===== config.mk =====
export PLATFORM = sky130hd
export DESIGN_NAME = lift_servo_cycle_sequencer
export DESIGN_NICKNAME = d
export VERILOG_FILES = /design/src/lsc_pkg.sv /design/src/lsc_step.sv /design/src/lift_servo_cycle_sequencer.sv
export SDC_FILE = /design/constraint.sdc
export NUM_CORES = 1
export LEC_CHECK = 0
export ABC_AREA = 1
export BUFFER_PORTS_ARGS = -buffer_cell sky130_fd_sc_hd__buf_2
export CAP_MARGIN = 40
export CELL_PAD_IN_SITES_DETAIL_PLACEMENT = 1
export CELL_PAD_IN_SITES_GLOBAL_PLACEMENT = 1
export CORE_MARGIN = 2
export CORE_UTILIZATION = 31
export DETAILED_ROUTE_END_ITERATION = 6
export PLACE_DENSITY_LB_ADDON = 0.1
export SLEW_MARGIN = 20
export SYNTH_ARGS = -nofsm -noshare
export SYNTH_HDL_FRONTEND = slang
export SYNTH_SLANG_ARGS = --single-unit

===== constraint.sdc =====
create_clock -name aclk -period 2.1 [get_ports aclk]
set_input_delay 0.21 -clock aclk [delete_from_list [all_inputs] [get_ports aclk]]
set_output_delay 0.21 -clock aclk [all_outputs]
set_load 0.01 [all_outputs]

===== src/lsc_pkg.sv =====
// shared types, codes and helper functions for the lift servo cycle sequencer
`timescale 1ns / 1ps
`default_nettype none
package lsc_pkg;

    typedef enum logic [2:0] {
        PH_IDLE     = 3'd0,
        PH_DOWN     = 3'd1,
        PH_UP       = 3'd2,
        PH_DWELL    = 3'd3,
        PH_FINAL    = 3'd4,
        PH_STOPPING = 3'd5,
        PH_COMPLETE = 3'd6
    } phase_t;

    typedef enum logic [1:0] {
        DIR_STOP = 2'd0,
        DIR_DOWN = 2'd1,
        DIR_UP   = 2'd2
    } dir_t;

    typedef enum logic [1:0] {
        ST_IDLE     = 2'd0,
        ST_RUNNING  = 2'd1,
        ST_COMPLETE = 2'd2
    } status_t;

    typedef enum logic [1:0] {
        REG_DWELL_MS   = 2'd0,
        REG_MOTOR_DUTY = 2'd1,
        REG_HOME_ANGLE = 2'd2
    } reg_index_t;

    localparam logic [7:0] CMD_START   = 8'd1;
    localparam logic [7:0] CMD_STOP    = 8'd2;
    localparam logic [7:0] ANGLE_LIMIT = 8'd180;

    localparam logic [15:0] DWELL_MS_RESET   = 16'd1000;
    localparam logic [7:0]  MOTOR_DUTY_RESET = 8'd200;
    localparam logic [7:0]  HOME_ANGLE_RESET = 8'd0;

    localparam int IN_TDATA_W  = 16;
    localparam int OUT_TDATA_W = 32;
    localparam int CFG_DATA_W  = 16;

    typedef struct packed {
        logic        ms_tick;
        logic        upper_hit;
        logic        lower_hit;
        logic [7:0]  cmd_byte;
        logic        cmd_valid;
    } in_item_t;

    typedef struct packed {
        phase_t      phase_now;
        status_t     status_code;
        logic        status_valid;
        logic        busy_led;
        logic [7:0]  servo_angle;
        logic [7:0]  pwm_duty;
        dir_t        motor_dir;
    } out_item_t;

    typedef struct packed {
        phase_t      phase;
        logic [2:0]  cycle_no;
        logic [15:0] dwell_count;
        logic [7:0]  angle;
        logic        led;
    } seq_state_t;

    typedef struct packed {
        logic [15:0] dwell_ms;
        logic [7:0]  motor_duty;
        logic [7:0]  home_angle;
    } seq_cfg_t;

    function automatic logic [7:0] home_value(input logic [7:0] home_angle);
        return (home_angle > ANGLE_LIMIT) ? ANGLE_LIMIT : home_angle;
    endfunction

    // servo angle for a cycle number: 30 degrees per cycle, home outside 1..6
    function automatic logic [7:0] cycle_angle(input logic [2:0] n,
                                               input logic [7:0] home_angle);
        logic [7:0] a;
        case (n)
            3'd1: a = 8'd30;
            3'd2: a = 8'd60;
            3'd3: a = 8'd90;
            3'd4: a = 8'd120;
            3'd5: a = 8'd150;
            3'd6: a = 8'd180;
            default: a = home_value(home_angle);
        endcase
        return a;
    endfunction

endpackage
`default_nettype wire


===== src/lsc_step.sv =====
// next-state and result logic for one sample period of the sequencer
`timescale 1ns / 1ps
`default_nettype none
module lsc_step #(
    parameter int NUM_CYCLES = 6
) (
    input  var lsc_pkg::in_item_t   item,
    input  var lsc_pkg::seq_state_t cur,
    input  var lsc_pkg::seq_cfg_t   cfg,
    output lsc_pkg::seq_state_t     nxt,
    output lsc_pkg::out_item_t      res
);
    import lsc_pkg::*;

    localparam logic [2:0] LAST_CYCLE = 3'(NUM_CYCLES);

    logic  stop_cmd;
    logic  start_cmd;
    dir_t  dir;
    logic  sv;
    status_t sc;

    assign stop_cmd  = item.cmd_valid && (item.cmd_byte == CMD_STOP);
    assign start_cmd = item.cmd_valid && (item.cmd_byte == CMD_START);

    always_comb begin
        nxt = cur;
        dir = DIR_STOP;
        sv  = 1'b0;
        sc  = ST_IDLE;
        case (cur.phase)
            PH_IDLE: begin
                if (!item.cmd_valid) begin
                    sv = 1'b1;
                end else if (start_cmd) begin
                    nxt.led   = 1'b1;
                    nxt.phase = PH_DOWN;
                end
            end
            PH_DOWN, PH_UP, PH_DWELL, PH_FINAL: begin
                if (!item.cmd_valid) begin
                    sv = 1'b1;
                    sc = ST_RUNNING;
                end
                if (stop_cmd) begin
                    nxt.phase = PH_STOPPING;
                end else if (cur.phase == PH_DOWN) begin
                    if (item.lower_hit) begin
                        nxt.angle = cycle_angle(cur.cycle_no, cfg.home_angle);
                        nxt.phase = PH_UP;
                    end else begin
                        dir = DIR_DOWN;
                    end
                end else if (cur.phase == PH_UP) begin
                    if (item.upper_hit) begin
                        nxt.dwell_count = '0;
                        nxt.phase       = PH_DWELL;
                    end else begin
                        dir = DIR_UP;
                    end
                end else if (cur.phase == PH_DWELL) begin
                    if (item.ms_tick) begin
                        if (cur.dwell_count >= cfg.dwell_ms) begin
                            if (cur.cycle_no >= LAST_CYCLE) begin
                                nxt.phase = PH_FINAL;
                            end else begin
                                nxt.cycle_no = cur.cycle_no + 3'd1;
                                nxt.phase    = PH_DOWN;
                            end
                        end else begin
                            nxt.dwell_count = cur.dwell_count + 16'd1;
                        end
                    end
                end else begin
                    if (item.lower_hit) begin
                        nxt.angle = home_value(cfg.home_angle);
                        nxt.phase = PH_COMPLETE;
                    end else begin
                        dir = DIR_DOWN;
                    end
                end
            end
            PH_STOPPING: begin
                nxt.led = 1'b0;
                if (item.lower_hit) begin
                    nxt.angle = home_value(cfg.home_angle);
                    nxt.phase = PH_IDLE;
                end else begin
                    dir = DIR_DOWN;
                end
            end
            PH_COMPLETE: begin
                sv           = 1'b1;
                sc           = ST_COMPLETE;
                nxt.cycle_no = 3'd1;
                nxt.led      = 1'b0;
                nxt.phase    = PH_IDLE;
            end
            default: begin
                nxt.phase = PH_IDLE;
            end
        endcase

        res.motor_dir    = dir;
        res.pwm_duty     = (dir != DIR_STOP) ? cfg.motor_duty : 8'd0;
        res.servo_angle  = nxt.angle;
        res.busy_led     = nxt.led;
        res.status_valid = sv;
        res.status_code  = sc;
        res.phase_now    = nxt.phase;
    end

endmodule
`default_nettype wire


===== src/lift_servo_cycle_sequencer.sv =====
// top level: input register, sequencer state, result register and config registers
`timescale 1ns / 1ps
`default_nettype none
// Lift servo cycle sequencer. Each input item is one sample period (command byte,
// limit switches, millisecond tick) and produces exactly one result item with motor
// drive, servo angle, busy led, status report and current phase. An item passes an
// input register and then one stage of next-state logic into the result register:
// m_tvalid rises once the item has moved from the input register into the result
// register, and one item is taken every cycle as long as the result side keeps up.
// The result register holds while m_tready is low, and s_tready then drops once the
// input register is full.
// Configuration (dwell, pwm duty, home angle) is written through cfg_wr_en and
// should change only while no item is in flight.
module lift_servo_cycle_sequencer #(
    parameter int NUM_CYCLES = 6
) (
    input  wire                                aclk,
    input  wire                                aresetn,
    input  wire                                s_tvalid,
    output logic                               s_tready,
    // cmd_valid, cmd_byte[7:0], lower_hit, upper_hit, ms_tick, zero pad
    input  wire  [lsc_pkg::IN_TDATA_W-1:0]     s_tdata,
    output logic                               m_tvalid,
    input  wire                                m_tready,
    // motor_dir[1:0], pwm_duty[7:0], servo_angle[7:0], busy_led, status_valid,
    // status_code[1:0], phase_now[2:0], zero pad
    output logic [lsc_pkg::OUT_TDATA_W-1:0]    m_tdata,
    input  wire                                cfg_wr_en,
    input  wire  [1:0]                         cfg_index,
    input  wire  [lsc_pkg::CFG_DATA_W-1:0]     cfg_data
);
    import lsc_pkg::*;

    logic       in_valid_reg;
    in_item_t   in_item_reg;
    logic       advance;
    seq_state_t state_reg;
    seq_state_t state_next;
    seq_cfg_t   cfg_reg;
    out_item_t  res_next;
    out_item_t  out_reg;
    logic       out_valid_reg;

    assign advance  = in_valid_reg && (!out_valid_reg || m_tready);
    assign s_tready = !in_valid_reg || advance;
    assign m_tvalid = out_valid_reg;
    assign m_tdata  = {{(OUT_TDATA_W - $bits(out_item_t)){1'b0}}, out_reg};

    lsc_step #(
        .NUM_CYCLES (NUM_CYCLES)
    ) u_step (
        .item (in_item_reg),
        .cur  (state_reg),
        .cfg  (cfg_reg),
        .nxt  (state_next),
        .res  (res_next)
    );

    always_ff @(posedge aclk) begin
        if (!aresetn) begin
            in_valid_reg         <= 1'b0;
            out_valid_reg        <= 1'b0;
            state_reg.phase      <= PH_IDLE;
            state_reg.cycle_no   <= 3'd1;
            state_reg.dwell_count <= '0;
            state_reg.angle      <= home_value(HOME_ANGLE_RESET);
            state_reg.led        <= 1'b0;
            cfg_reg.dwell_ms     <= DWELL_MS_RESET;
            cfg_reg.motor_duty   <= MOTOR_DUTY_RESET;
            cfg_reg.home_angle   <= HOME_ANGLE_RESET;
        end else begin
            if (s_tvalid && s_tready) begin
                in_valid_reg <= 1'b1;
                in_item_reg  <= in_item_t'(s_tdata[$bits(in_item_t)-1:0]);
            end else if (advance) begin
                in_valid_reg <= 1'b0;
            end

            if (advance) begin
                state_reg     <= state_next;
                out_reg       <= res_next;
                out_valid_reg <= 1'b1;
            end else if (m_tready) begin
                out_valid_reg <= 1'b0;
            end

            if (cfg_wr_en) begin
                case (reg_index_t'(cfg_index))
                    REG_DWELL_MS:   cfg_reg.dwell_ms   <= cfg_data;
                    REG_MOTOR_DUTY: cfg_reg.motor_duty <= cfg_data[7:0];
                    REG_HOME_ANGLE: cfg_reg.home_angle <= cfg_data[7:0];
                    default: ;
                endcase
            end
        end
    end

    // a stopped motor never carries a duty
    assert property (@(posedge aclk) disable iff (!aresetn)
        (out_valid_reg && out_reg.motor_dir == DIR_STOP) |-> (out_reg.pwm_duty == 8'd0))
        else $error("pwm duty nonzero with motor stopped");

    // a status code other than idle only comes with a report
    assert property (@(posedge aclk) disable iff (!aresetn)
        (out_valid_reg && out_reg.status_code != ST_IDLE) |-> out_reg.status_valid)
        else $error("status code without status report");

    // cycle number stays within 1..NUM_CYCLES
    assert property (@(posedge aclk) disable iff (!aresetn)
        (state_reg.cycle_no != 3'd0) && (state_reg.cycle_no <= 3'(NUM_CYCLES)))
        else $error("cycle number out of range");

    // a newly registered result reflects the state the sequencer just moved into
    assert property (@(posedge aclk) disable iff (!aresetn)
        $past(advance) |-> (out_reg.phase_now == state_reg.phase
                            && out_reg.busy_led == state_reg.led))
        else $error("result does not match sequencer state");

endmodule
`default_nettype wire


==> results.md <==
STA
* Max transition margin: 0.624
* unrepaired setup endpoints after global routing: true
* count of endpoints failing setup in the final report: 0
* count of final max-slew check failures: 0
* post-route clock skew: 0.0112 ns
* count of final hold-check violations: 0
* achievable clock frequency: 495 MHz
* setup ws final: 0.0798 ns
* setup TNS: 0 ns
* slew at the pin closest to its max-slew limit: 0.563 ns
* Final period util: 0.962
* tightest hold margin: 0.0259 ns
* post-route minimum period: 2.02 ns

Detailed routing
* Iteration-0 DRC Markers: 151
* Post-route DRC: 0
* drt wl/cell: 15.1 um
* average via count per standard cell: 4.73
* drt total wl: 14,800 um
* number of nets with antenna violations after detailed routing: 0
* detailed-router iteration count before antenna repair: 4
* vias post-DR: 4,660

Clocking
* TritonCTS Buffers: 9
* clock root buffer master: clkbuf_16
* clock sinks: 102
* CTS tree: done
* buffer depth of the longest clock path: 2
* clock network latency to the later pin of the worst-skew pair: 0.36 ns
* clock transition at the register clock pins on the worst setup and hold paths after CTS: 0.07 ns
* H-tree Lvls: 3

Die
* boundary pin count: 73
* die height: 134 um
* die area: 17,900 sq um
* Core Area: 16,500 sq um
* standard-cell rows: 47
* die width: 134 um
* starting density of the core: 0.315

Pwr
* post-layout power: 4.45 mW
* static leakage: 3.03 nW
* power per cell area: 651 nW/um^2
* maximum vdd ir drop: 0.427 mV

GRT
* GRT Overall Usage: 0.166
* antenna violations before repair: 0
* vias in the first global route: 4,791
* first-pass GRT wire length: 23,500 um
* pin count of the biggest net entering global routing: 26
* GRT Residual Overflow: 0

Critical path
* reg2reg path depth: 9
* Largest stage delay, worst path: 0.50 ns
* startpoint class of the critical path: flop
* startpoint of the worst setup timing path: state_reg[30]
* crit path cell chain: inv_2, nand2_2, nand2_4, nor2_8, inv_4, a31oi_1, o22ai_2, nand2_1, inv_1
* required time of the worst setup path: 2.22 ns
* classification of the worst setup path: flop to flop
* Critical Path Slowest Stage Cell: dfxtp_1
* RR Startpoint: state_reg[30]
* flop2flop setup slack: 0.08 ns
* worst r2r dst: m_tdata[5]
* highest net fanout along the worst path: 8
* worst path arrival time: 2.14 ns
* type of element capturing the critical path: flop

Min path
* kind of path behind the tightest hold check: input pin to flop
* number of cells on the worst hold path: 1
* end point of the most critical hold path: in_item_reg[8]
* start point of the worst min-delay path: s_tdata[8]

Logic synthesis
* average footprint of a synthesized cell: 7.94 sq um
* register bit total from synthesis: 102
* portion of the post-synthesis area used by sequential elements: 0.463
* number of enable flip-flop cells after synthesis: 37
* share of flip-flops with an asynchronous set or reset after synthesis: 0
* count of cell types in the netlist: 43
* post-synthesis cell area: 5210 sq um
* synth warn: 0
* number of standard cells after synthesis: 656
* dominant register cell in the synthesized netlist: dfxtp_1

Run status
* status: finished, final reports clean

Place
* Detail Placement HPWL: 11,200 um
* number of input and output port buffers inserted: 61
* global placement routability congestion: 0.806
* Setup Slack @ Placement: -0.124 ns

Finish
* Area growth, synth to finish: 31.3%
* flip-flop count of the largest register, all copies and words added: 32
* fraction of final layout cells with drive strength greater than 1: 0.340
* Layout Nets: 820
* antenna fix cells: 0

Flow run
* max cap viols: 0

==> metal layers <==
layer / share of wire / vias up / global-route usage
li1: - / 2340 / -
met5: 0 / - / 0
met2: 0.50 / 64 / 0.299
met1: 0.46 / 2242 / 0.202
met4: 0.014 / 0 / 0.0479
met3: 0.025 / 14 / 0.0316
==> placed cells by master (no fill, tap or decap), drive strengths merged <==
master    instances
nand2           128
inv             117
buf             108
dfxtp            65
nor2             63
o21ai            59
a21oi            50
edfxtp           37
nand3            33
ha               21
nor3             18
clkbuf           11
nand4            10
o211ai            8
nor3b             7
conb              7
o22ai             4
nor4              2
o31ai             2
a211oi            2
clkinv            2
clkinvlp          2
or2               2
a22o              1
and2              1
a31oi             1
xnor2             1
a31o              1
xor2              1
bufinv            1
==> critical path: cells and delay by family, from the launching register on <==
kind	cells	cell delay, ns
flip-flops	1	0.50
AND/OR/NAND/NOR	4	0.59
buffers and inverters	3	0.22
AO/OA/AOI/OAI	2	0.48
==> report_power, final <==
part	internal [mW]	switching (mW)
sequential	2.13	0.0476
combinational	0.210	0.360
clock	0.925	0.776
==> area by class of cell <==
cell class,count,area (sq um)
multi-input cells,422,2640
fillers,2002,9680
flip-flops and latches,102,2430
inverters,115,434
repair buffers,110,764
clock buffers,9,225
well taps,220,275
clock inverters,7,70.1
==> per-stage QoR <==
stage / instances / cell area, sq um / utilization
after floorplan: 662 / 5230 / -
after detailed placement: 963 / 6010 / 0.364
after CTS: 983 / 6470 / 0.392
final: 985 / 6840 / 0.414
after global placement: 963 / 6010 / 0.364
after global routing: 985 / 6840 / 0.414
==> timing repair <==
action                                  CTS  global route
cloned                                    1             2
resized for setup                        23            97
setup buffers                             3             3
endpoints found under the setup margin   20            32
hold buffers                              0             0
pin swaps                                 4            25
==> cell usage after synthesis, types with 2 or more instances <==
cell type,count,area share
nor2_4,2,0.0043
nor2_1,57,0.041
nor2_2,3,0.0036
a21oi_1,50,0.048
o31ai_1,2,0.0029
nor3b_2,6,0.014
o211ai_1,7,0.010
nand2_4,2,0.0043
o22ai_1,4,0.0048
nand2_2,3,0.0036
nor4_1,2,0.0024
clkbuf_1,11,0.0079
nand4_1,10,0.012
nor3_1,13,0.012
o21ai_1,16,0.015
ha_1,21,0.050
buf_6,3,0.0065
nand3_1,31,0.030
nand2_1,123,0.089
nor3_2,4,0.0077
o21ai_0,43,0.041
dfxtp_1,65,0.25
a211oi_1,2,0.0029
inv_2,10,0.0072
buf_4,8,0.012
edfxtp_1,37,0.21
nand3_2,2,0.0038
inv_1,104,0.075
==> worst max-delay path by stage <==
stage                                to  slack, ns  cells after the start
after floorplan              m_tdata[0]       0.06                      3
after global placement      m_tdata[23]      -0.05                     11
after detailed placement  state_reg[17]      -0.12                     11
after CTS                 state_reg[18]    -0.0007                     16
after global routing      state_reg[25]      -0.13                     14
final                        m_tdata[5]       0.08                      9
==> kinds of logic after synthesis <==
| kind of cell | after synthesis | synth area share |
|---|---|---|
| and+or+nand+nor | 264 | 0.240 |
| other | 1 | 0.000720 |
| xor gates and xnor gates | 2 | 0.00336 |
| adders and majority gates | 21 | 0.0504 |
| AOI/OAI and AO/OA | 128 | 0.132 |
| DFF | 102 | 0.463 |
| buffers and inverters | 138 | 0.110 |
Note: power is estimated with default switching activity, not from simulation.
